File: config.mk
export PLATFORM = sky130hd
export DESIGN_NAME = sample_std_dev_top
export DESIGN_NICKNAME = d
export VERILOG_FILES = /design/src/ssd_pkg.sv /design/src/sample_std_dev_top.sv /design/src/ssd_alu.sv
export SDC_FILE = /design/constraint.sdc
export NUM_CORES = 2
export LEC_CHECK = 0
export CORE_MARGIN = 3
export CORE_UTILIZATION = 45
export CTS_CLUSTER_SIZE = 30
export DETAILED_ROUTE_END_ITERATION = 10
export DONT_BUFFER_PORTS = 1
export HOLD_SLACK_MARGIN = 0.05
export PLACE_DENSITY = 0.66
export SKIP_LAST_GASP = 1
export SYNTH_ARGS = -nofsm -noshare
export SYNTH_HDL_FRONTEND = slang
export SYNTH_HIERARCHICAL = 1
export SYNTH_SLANG_ARGS = --single-unit
File: constraint.sdc
create_clock -name clk -period 12.5 [get_ports clk]
set_input_delay 0.625 -clock clk [delete_from_list [all_inputs] [get_ports clk]]
set_output_delay 0.625 -clock clk [all_outputs]
set_load 0.03 [all_outputs]
File: src/ssd_pkg.sv
// types, widths and codes shared by the sample standard deviation block
// no dependencies; imported by ssd_alu and sample_std_dev_top
package ssd_pkg;

    localparam int MAX_SAMPLES = 65536;
    localparam int SAMPLE_BITS = 16;

    localparam int CNT_W  = $clog2(MAX_SAMPLES + 1);
    localparam int SQR_W  = 2 * SAMPLE_BITS;
    localparam int SUM_W  = SAMPLE_BITS + CNT_W;
    localparam int SQ_W   = 2 * SAMPLE_BITS - 2 + CNT_W;
    localparam int P_W    = (CNT_W + SQ_W > 2 * SUM_W) ? CNT_W + SQ_W : 2 * SUM_W;
    localparam int FRAC_W = 16;
    localparam int D_W    = P_W + FRAC_W;
    localparam int DV_W   = 2 * CNT_W;
    localparam int RT_IN_W = 64;
    localparam int RT_ITERS = RT_IN_W / 2;
    localparam int OUT_W  = 24;
    localparam int A_W    = (P_W > RT_IN_W) ? P_W : RT_IN_W;
    localparam int STEP_W = $clog2(D_W + 1);

    localparam logic [1:0] ST_OK       = 2'd0;
    localparam logic [1:0] ST_TOO_FEW  = 2'd1;
    localparam logic [1:0] ST_TOO_MANY = 2'd2;

    typedef struct packed {
        logic           sub;
        logic [A_W-1:0] a;
        logic [A_W-1:0] b;
    } alu_req_t;

    typedef struct packed {
        logic [A_W-1:0] sum;
        logic           carry;
    } alu_rsp_t;

endpackage

File: src/sample_std_dev_top.sv
// top level of the sample standard deviation block
// depends on ssd_pkg and ssd_alu
//
// usage
// - input channel: sample and last, taken when in_valid is high and in_stall low
// - samples that are not last are taken one per cycle while in_stall is low
//   and only update the count, the sum, the sum of squares and the overflow flag
// - the last sample of a set starts the end-of-set sequence: two shift-add
//   multiplies of SUM_W steps each, one subtract, a restoring divide of D_W
//   steps and a square root of RT_ITERS steps, all on one shared adder
// - in_stall is high for the whole sequence; a one-sample set skips the
//   arithmetic and goes straight to the output register
// - the result (std_dev_q8, status, sample_count) sits in an output register
//   with out_valid; a stalled result holds, and the next set is accumulated
//   meanwhile, only a finished sequence waits for the output to free up
// - reset clears the accumulators, the sequencer and out_valid
module sample_std_dev_top (
    input  logic                            clk,
    input  logic                            rst_n,
    input  logic                            in_valid,
    output logic                            in_stall,
    input  logic signed [ssd_pkg::SAMPLE_BITS-1:0] sample,
    input  logic                            last,
    output logic                            out_valid,
    input  logic                            out_stall,
    output logic [ssd_pkg::OUT_W-1:0]       std_dev_q8,
    output logic [1:0]                      status,
    output logic [ssd_pkg::CNT_W-1:0]       sample_count
);
    import ssd_pkg::*;

    // sequencer phases
    localparam logic [2:0] PH_IDLE = 3'd0;
    localparam logic [2:0] PH_MUL1 = 3'd1;
    localparam logic [2:0] PH_MUL2 = 3'd2;
    localparam logic [2:0] PH_SUB  = 3'd3;
    localparam logic [2:0] PH_DIV  = 3'd4;
    localparam logic [2:0] PH_SQRT = 3'd5;
    localparam logic [2:0] PH_DONE = 3'd6;

    localparam logic [RT_IN_W-1:0] RT_BIT0 = RT_IN_W'(1) << (RT_IN_W - 2);
    localparam logic [RT_IN_W-1:0] OUT_MAX = RT_IN_W'({OUT_W{1'b1}});

    // running accumulators
    logic [CNT_W-1:0]        cnt_reg, cnt_next;
    logic signed [SUM_W-1:0] sum_reg, sum_next;
    logic [SQ_W-1:0]         sq_reg, sq_next;
    logic                    ovf_reg, ovf_next;

    // sequencer and working registers
    logic [2:0]              phase_reg, phase_next;
    logic [STEP_W-1:0]       step_reg, step_next;
    logic [CNT_W-1:0]        n_reg, n_next;
    logic [SQ_W-1:0]         s2_reg, s2_next;
    logic [SUM_W-1:0]        mag_reg, mag_next;
    logic [SUM_W-1:0]        mplr_reg, mplr_next;
    logic [P_W-1:0]          acc_reg, acc_next;
    logic [P_W-1:0]          prod_reg, prod_next;
    logic [D_W-1:0]          num_reg, num_next;
    logic [DV_W-1:0]         rem_reg, rem_next;
    logic [DV_W-1:0]         dvs_reg, dvs_next;
    logic [RT_IN_W-1:0]      x_reg, x_next;
    logic [RT_IN_W-1:0]      res_reg, res_next;
    logic [RT_IN_W-1:0]      bit_reg, bit_next;
    logic [1:0]              stat_reg, stat_next;

    // output register
    logic                    out_valid_reg, out_valid_next;
    logic [OUT_W-1:0]        std_reg, std_next;
    logic [1:0]              ostat_reg, ostat_next;
    logic [CNT_W-1:0]        ocnt_reg, ocnt_next;

    logic                    in_take;
    logic                    out_free;
    logic signed [SUM_W-1:0] sx;
    logic signed [SQR_W-1:0] sq_s;
    logic [CNT_W-1:0]        cnt_acc;
    logic signed [SUM_W-1:0] sum_acc;
    logic [SQ_W-1:0]         sq_acc;
    logic                    ovf_acc;
    logic [CNT_W-1:0]        n_m1;
    logic [D_W-1:0]          div_shift;
    logic [RT_IN_W-1:0]      root_next;

    alu_req_t alu_req;
    alu_rsp_t alu_rsp;

    ssd_alu u_alu (
        .req (alu_req),
        .rsp (alu_rsp)
    );

    assign in_stall = (phase_reg != PH_IDLE);
    assign in_take  = in_valid && !in_stall;
    assign out_free = !out_valid_reg || !out_stall;

    // per-sample update, the count saturates and later samples are dropped
    assign sx   = SUM_W'(sample);
    assign sq_s = SQR_W'(sample) * SQR_W'(sample);

    always_comb
    begin
        if (cnt_reg < CNT_W'(MAX_SAMPLES))
        begin
            cnt_acc = cnt_reg + CNT_W'(1);
            sum_acc = sum_reg + sx;
            sq_acc  = sq_reg + SQ_W'($unsigned(sq_s));
            ovf_acc = ovf_reg;
        end
        else
        begin
            cnt_acc = cnt_reg;
            sum_acc = sum_reg;
            sq_acc  = sq_reg;
            ovf_acc = 1'b1;
        end
    end

    assign n_m1 = n_reg - CNT_W'(1);

    // shared adder operands by phase
    always_comb
    begin
        alu_req.sub = 1'b1;
        alu_req.a   = '0;
        alu_req.b   = '0;
        case (phase_reg)
            PH_MUL1:
            begin
                alu_req.sub = 1'b0;
                alu_req.a   = A_W'({acc_reg[P_W-2:0], 1'b0});
                alu_req.b   = mplr_reg[SUM_W-1] ? A_W'(s2_reg) : '0;
            end
            PH_MUL2:
            begin
                alu_req.sub = 1'b0;
                alu_req.a   = A_W'({acc_reg[P_W-2:0], 1'b0});
                alu_req.b   = mplr_reg[SUM_W-1] ? A_W'(mag_reg) : '0;
            end
            PH_SUB:
            begin
                alu_req.a = A_W'(prod_reg);
                alu_req.b = A_W'(acc_reg);
            end
            PH_DIV:
            begin
                alu_req.a = A_W'({rem_reg, num_reg[D_W-1]});
                alu_req.b = A_W'(dvs_reg);
            end
            PH_SQRT:
            begin
                alu_req.a = A_W'(x_reg);
                alu_req.b = A_W'(res_reg | bit_reg);
            end
            default:
            begin
                alu_req.sub = 1'b1;
            end
        endcase
    end

    // quotient after this divide step, used for the handover to the root
    assign div_shift = {num_reg[D_W-2:0], alu_rsp.carry};
    // root after this step
    assign root_next = alu_rsp.carry ? ((res_reg >> 1) | bit_reg) : (res_reg >> 1);

    always_comb
    begin
        cnt_next       = cnt_reg;
        sum_next       = sum_reg;
        sq_next        = sq_reg;
        ovf_next       = ovf_reg;
        phase_next     = phase_reg;
        step_next      = step_reg;
        n_next         = n_reg;
        s2_next        = s2_reg;
        mag_next       = mag_reg;
        mplr_next      = mplr_reg;
        acc_next       = acc_reg;
        prod_next      = prod_reg;
        num_next       = num_reg;
        rem_next       = rem_reg;
        dvs_next       = dvs_reg;
        x_next         = x_reg;
        res_next       = res_reg;
        bit_next       = bit_reg;
        stat_next      = stat_reg;
        out_valid_next = out_valid_reg && out_stall;
        std_next       = std_reg;
        ostat_next     = ostat_reg;
        ocnt_next      = ocnt_reg;

        case (phase_reg)
            PH_IDLE:
            begin
                if (in_take)
                begin
                    if (last)
                    begin
                        // snapshot the finished set and clear for the next one
                        cnt_next  = '0;
                        sum_next  = '0;
                        sq_next   = '0;
                        ovf_next  = 1'b0;
                        n_next    = cnt_acc;
                        s2_next   = sq_acc;
                        mag_next  = sum_acc[SUM_W-1] ? SUM_W'(-sum_acc) : SUM_W'(sum_acc);
                        acc_next  = '0;
                        mplr_next = SUM_W'(cnt_acc);
                        step_next = STEP_W'(SUM_W - 1);
                        if (cnt_acc < CNT_W'(2))
                        begin
                            res_next   = '0;
                            stat_next  = ST_TOO_FEW;
                            phase_next = PH_DONE;
                        end
                        else
                        begin
                            stat_next  = ovf_acc ? ST_TOO_MANY : ST_OK;
                            phase_next = PH_MUL1;
                        end
                    end
                    else
                    begin
                        cnt_next = cnt_acc;
                        sum_next = sum_acc;
                        sq_next  = sq_acc;
                        ovf_next = ovf_acc;
                    end
                end
            end
            PH_MUL1:
            begin
                // n * sum of squares, msb first
                acc_next  = alu_rsp.sum[P_W-1:0];
                mplr_next = {mplr_reg[SUM_W-2:0], 1'b0};
                step_next = step_reg - STEP_W'(1);
                if (step_reg == '0)
                begin
                    prod_next  = alu_rsp.sum[P_W-1:0];
                    acc_next   = '0;
                    mplr_next  = mag_reg;
                    step_next  = STEP_W'(SUM_W - 1);
                    phase_next = PH_MUL2;
                end
            end
            PH_MUL2:
            begin
                // square of the sum magnitude
                acc_next  = alu_rsp.sum[P_W-1:0];
                mplr_next = {mplr_reg[SUM_W-2:0], 1'b0};
                step_next = step_reg - STEP_W'(1);
                if (step_reg == '0)
                begin
                    phase_next = PH_SUB;
                end
            end
            PH_SUB:
            begin
                // difference clamped at zero, scaled by the fraction bits
                num_next   = alu_rsp.carry ? {alu_rsp.sum[P_W-1:0], {FRAC_W{1'b0}}} : '0;
                dvs_next   = DV_W'(n_reg) * DV_W'(n_m1);
                rem_next   = '0;
                step_next  = STEP_W'(D_W - 1);
                phase_next = PH_DIV;
            end
            PH_DIV:
            begin
                // restoring divide, quotient bits shift in at the bottom
                num_next  = div_shift;
                rem_next  = alu_rsp.carry ? alu_rsp.sum[DV_W-1:0]
                                          : alu_req.a[DV_W-1:0];
                step_next = step_reg - STEP_W'(1);
                if (step_reg == '0)
                begin
                    // quotient saturated to the root input width
                    x_next     = (|div_shift[D_W-1:RT_IN_W]) ? '1 : div_shift[RT_IN_W-1:0];
                    res_next   = '0;
                    bit_next   = RT_BIT0;
                    step_next  = STEP_W'(RT_ITERS - 1);
                    phase_next = PH_SQRT;
                end
            end
            PH_SQRT:
            begin
                if (alu_rsp.carry)
                begin
                    x_next = alu_rsp.sum[RT_IN_W-1:0];
                end
                res_next  = root_next;
                bit_next  = bit_reg >> 2;
                step_next = step_reg - STEP_W'(1);
                if (step_reg == '0)
                begin
                    phase_next = PH_DONE;
                end
            end
            PH_DONE:
            begin
                if (out_free)
                begin
                    out_valid_next = 1'b1;
                    std_next       = (res_reg > OUT_MAX) ? {OUT_W{1'b1}} : res_reg[OUT_W-1:0];
                    ostat_next     = stat_reg;
                    ocnt_next      = n_reg;
                    phase_next     = PH_IDLE;
                end
            end
            default:
            begin
                phase_next = PH_IDLE;
            end
        endcase
    end

    // control state
    always_ff @(posedge clk or negedge rst_n)
    begin
        if (!rst_n)
        begin
            cnt_reg       <= '0;
            sum_reg       <= '0;
            sq_reg        <= '0;
            ovf_reg       <= 1'b0;
            phase_reg     <= PH_IDLE;
            out_valid_reg <= 1'b0;
        end
        else
        begin
            cnt_reg       <= cnt_next;
            sum_reg       <= sum_next;
            sq_reg        <= sq_next;
            ovf_reg       <= ovf_next;
            phase_reg     <= phase_next;
            out_valid_reg <= out_valid_next;
        end
    end

    // datapath, no reset needed
    always_ff @(posedge clk)
    begin
        step_reg  <= step_next;
        n_reg     <= n_next;
        s2_reg    <= s2_next;
        mag_reg   <= mag_next;
        mplr_reg  <= mplr_next;
        acc_reg   <= acc_next;
        prod_reg  <= prod_next;
        num_reg   <= num_next;
        rem_reg   <= rem_next;
        dvs_reg   <= dvs_next;
        x_reg     <= x_next;
        res_reg   <= res_next;
        bit_reg   <= bit_next;
        stat_reg  <= stat_next;
        std_reg   <= std_next;
        ostat_reg <= ostat_next;
        ocnt_reg  <= ocnt_next;
    end

    assign out_valid    = out_valid_reg;
    assign std_dev_q8   = std_reg;
    assign status       = ostat_reg;
    assign sample_count = ocnt_reg;

endmodule

File: src/ssd_alu.sv
// shared add / subtract unit used by every step of the sequencer
// depends on ssd_pkg
module ssd_alu (
    input  ssd_pkg::alu_req_t req,
    output ssd_pkg::alu_rsp_t rsp
);
    import ssd_pkg::*;

    logic [A_W-1:0] b_op;
    logic [A_W:0]   full;

    // subtract as a + ~b + 1; carry out high means no borrow
    assign b_op = req.sub ? ~req.b : req.b;
    assign full = {1'b0, req.a} + {1'b0, b_op} + {{A_W{1'b0}}, req.sub};
    assign rsp.sum   = full[A_W-1:0];
    assign rsp.carry = full[A_W];

endmodule
==> impl_results.md <==
* Worst R2R Path Depth at 27
* Initial antenna violation count at 4
* Maxcap violations at 0
* Initial Util at 0.456
* Final nets at 6635
* Sequential area share after synthesis at 0.357
* R2R setup slack at 3340 ps
* Skew-Pair Late Insertion Delay at 690 ps
* Avg Inst Size Synth at 9.99 um^2
* Setup_tns at 0 ps
* Root Buffer: clkbuf_16
* CTS tree: built
* WL/cell at 22.3 um
* Cells after Synth at 5955
* Placed Cells at 7459
* Critical Path AT at 9560 ps
* Relative slew margins at 0.202
* Most frequent cells in the layout: inv_1 (690), edfxtp_1 (622), nand2_1 (520)
* Grt ovf at 0
* Required time of the critical path at 12900 ps
* Number of flip-flops in the largest register at 82
* First-pass GRT wire length at 262 mm
* Actual slew at the worst max-slew pin at 1200 ps
* H-tree depth at 3
* Cell row count at 132
* IO Count at 66
* Final HPWL DP at 121 mm
* Commonest non-fill, non-tap cell in the layout: inv_1
* Layout Cells excl Fill at 7607
* Clk pin slew, worst setup/hold paths at 60 ps
* Unrepaired setup endpoints after global routing: no
* Crit path time final at 9160 ps
* Die H at 370 um
* Hold_buf cts at 3
* Chip Width at 370 um
* Startpoint Class: flip-flop
* CP endpoint kind: flip-flop
* Clock skew at 46.7 ps
* Vias in the first global route at 43700
* Largest net degree at the start of global routing at 119
* Min-Delay Startpoint: last
* Post-synthesis async set-or-reset flop share at 0.141
* Layout cells sized above 1 at 0.0445
* Final Hold Fails at 0
* Antenna Violating Nets Remaining at 0
* Crit Reg-Reg Startpoint: n_reg[5]
* Max Root-Sink Buffers at 3
* Area grow syn2layout at 7.23%
* Number of buffers created by CTS at 79
* Outcome: finished, final reports clean
* Number of synthesized flops with an enable pin at 622
* Port buffer count at 0
* Tot GR Track Use at 0.247
* Worst Hold Depth at 1
* # Post-CTS Setup Buffers at 0
* Clock Sinks at 724
* HP Class: in2reg
* CP Max Fanout at 20
* Synthesized cell area at 0.0595 mm^2
* Gp weighted congestion at 0.941
* RR Endpoint: dvs_reg[32]
* Detailed-route DRC error count at 0
* Synth Register Bits at 724
* Hold Crit Endpoint: cnt_reg[2]
* Number of DRC markers in iteration 0 at 4537
* Netlist cell types at 97
* Vias/cell at 5.84
* Pre-antenna DRT Iters at 7
* Post-Syn Nets at 6789
* Ys Warns at 6
* Fin crit share at 0.733
* Die ar. at 0.137 mm^2
* Worst setup path class: reg2reg
* Main flop type after synthesis: edfxtp_1
* Final setup viols at 0
* DR vias at 44400
* Post-CTS Resized at 0
* Post-Route WL at 169 mm
* Core footprint at 0.130 mm^2
* F_max at 109 MHz
* Final Max Tran Viols at 0
[synthesized netlist by cell type, types with 66 or more instances]
library cell,count,area share
dfrtp_1,102,0.043
ha_1,350,0.074
xnor2_1,145,0.021
clkbuf_1,256,0.016
xor2_1,153,0.023
mux2i_1,131,0.022
fa_1,463,0.16
nand2_1,523,0.033
edfxtp_1,622,0.31
a21oi_1,337,0.028
and3_1,85,0.0089
nor2_1,336,0.021
and2_1,136,0.014
a21o_1,78,0.0098
inv_1,692,0.044
a22o_1,66,0.0097
o21ai_0,263,0.022
nor2b_1,82,0.0086
nand2b_1,260,0.027
nand3_1,118,0.0099
[area by class of cell]
cell class                 instances  area (um^2)
inverter                         698         2630
multi-input combinational       4232        34600
clock buffer                      99         2080
sequential                       724        21200
clock inverter                    42          485
timing repair buffer              66          533
tap                             1742         2180
fill                           11900        66500
antenna                            4         10.0
[cell families after synthesis]
family | Yosys count | synth area share
xor gates and xnor gates | 298 | 0.0439
and+or+nand+nor | 1774 | 0.150
adders and majority gates | 813 | 0.229
AOI/OAI and AO/OA | 1210 | 0.133
DFF | 724 | 0.357
buffers and inverters | 999 | 0.0633
muxes | 137 | 0.0232
[worst max-delay path, cell delays in order, from the launching register on]
cell and delay (ps):
edfxtp_1 360, buf_4 230, or4_1 600, nor4_1 510, nor3b_1 290, nor3b_1 310
inv_1 130, ha_1 710, nor2b_1 160, fa_1 450, fa_1 550, inv_1 50
fa_1 470, inv_1 50, fa_1 520, inv_1 50, fa_1 530, inv_1 50
fa_1 470, ha_1 270, or4_1 550, o211ai_1 260, a31o_2 220, a211oi_1 90
or4_1 510, a41o_1 240, a21oi_1 160, xnor2_1 80
[metal layers]
metal  global-route usage  wire (um)
met2                0.379      75200
met3               0.0494      14300
met4               0.0718       5100
met1                0.353      74800
met5                    0         13
[worst max path at each step]
stage | startpoint | depth (start not counted) | endpoint
after floorplan | sample[1] | 31 | s2_reg[41]
after global placement | sample[15] | 30 | s2_reg[41]
after detailed placement | sample[15] | 31 | sq_reg[41]
after CTS | n_reg[5] | 27 | dvs_reg[32]
after global routing | n_reg[5] | 27 | dvs_reg[32]
final | n_reg[5] | 27 | dvs_reg[32]
[per-stage QoR]
| stage | hold slack (ps) | setup WS (ps) | utilization | cell area (um^2) |
|---|---|---|---|---|
| floorplan | 329 | 3710 | - | 59500 |
| global placement | 339 | 3070 | 0.469 | 61100 |
| detailed placement | 339 | 2850 | 0.469 | 61100 |
| CTS | 50.8 | 3390 | 0.489 | 63800 |
| global route | 63.7 | 2840 | 0.489 | 63800 |
| finish | 86.5 | 3340 | 0.489 | 63800 |
Power is not shown: default switching activity piles up to over one toggle a cycle in this logic, so the estimate is an artifact.
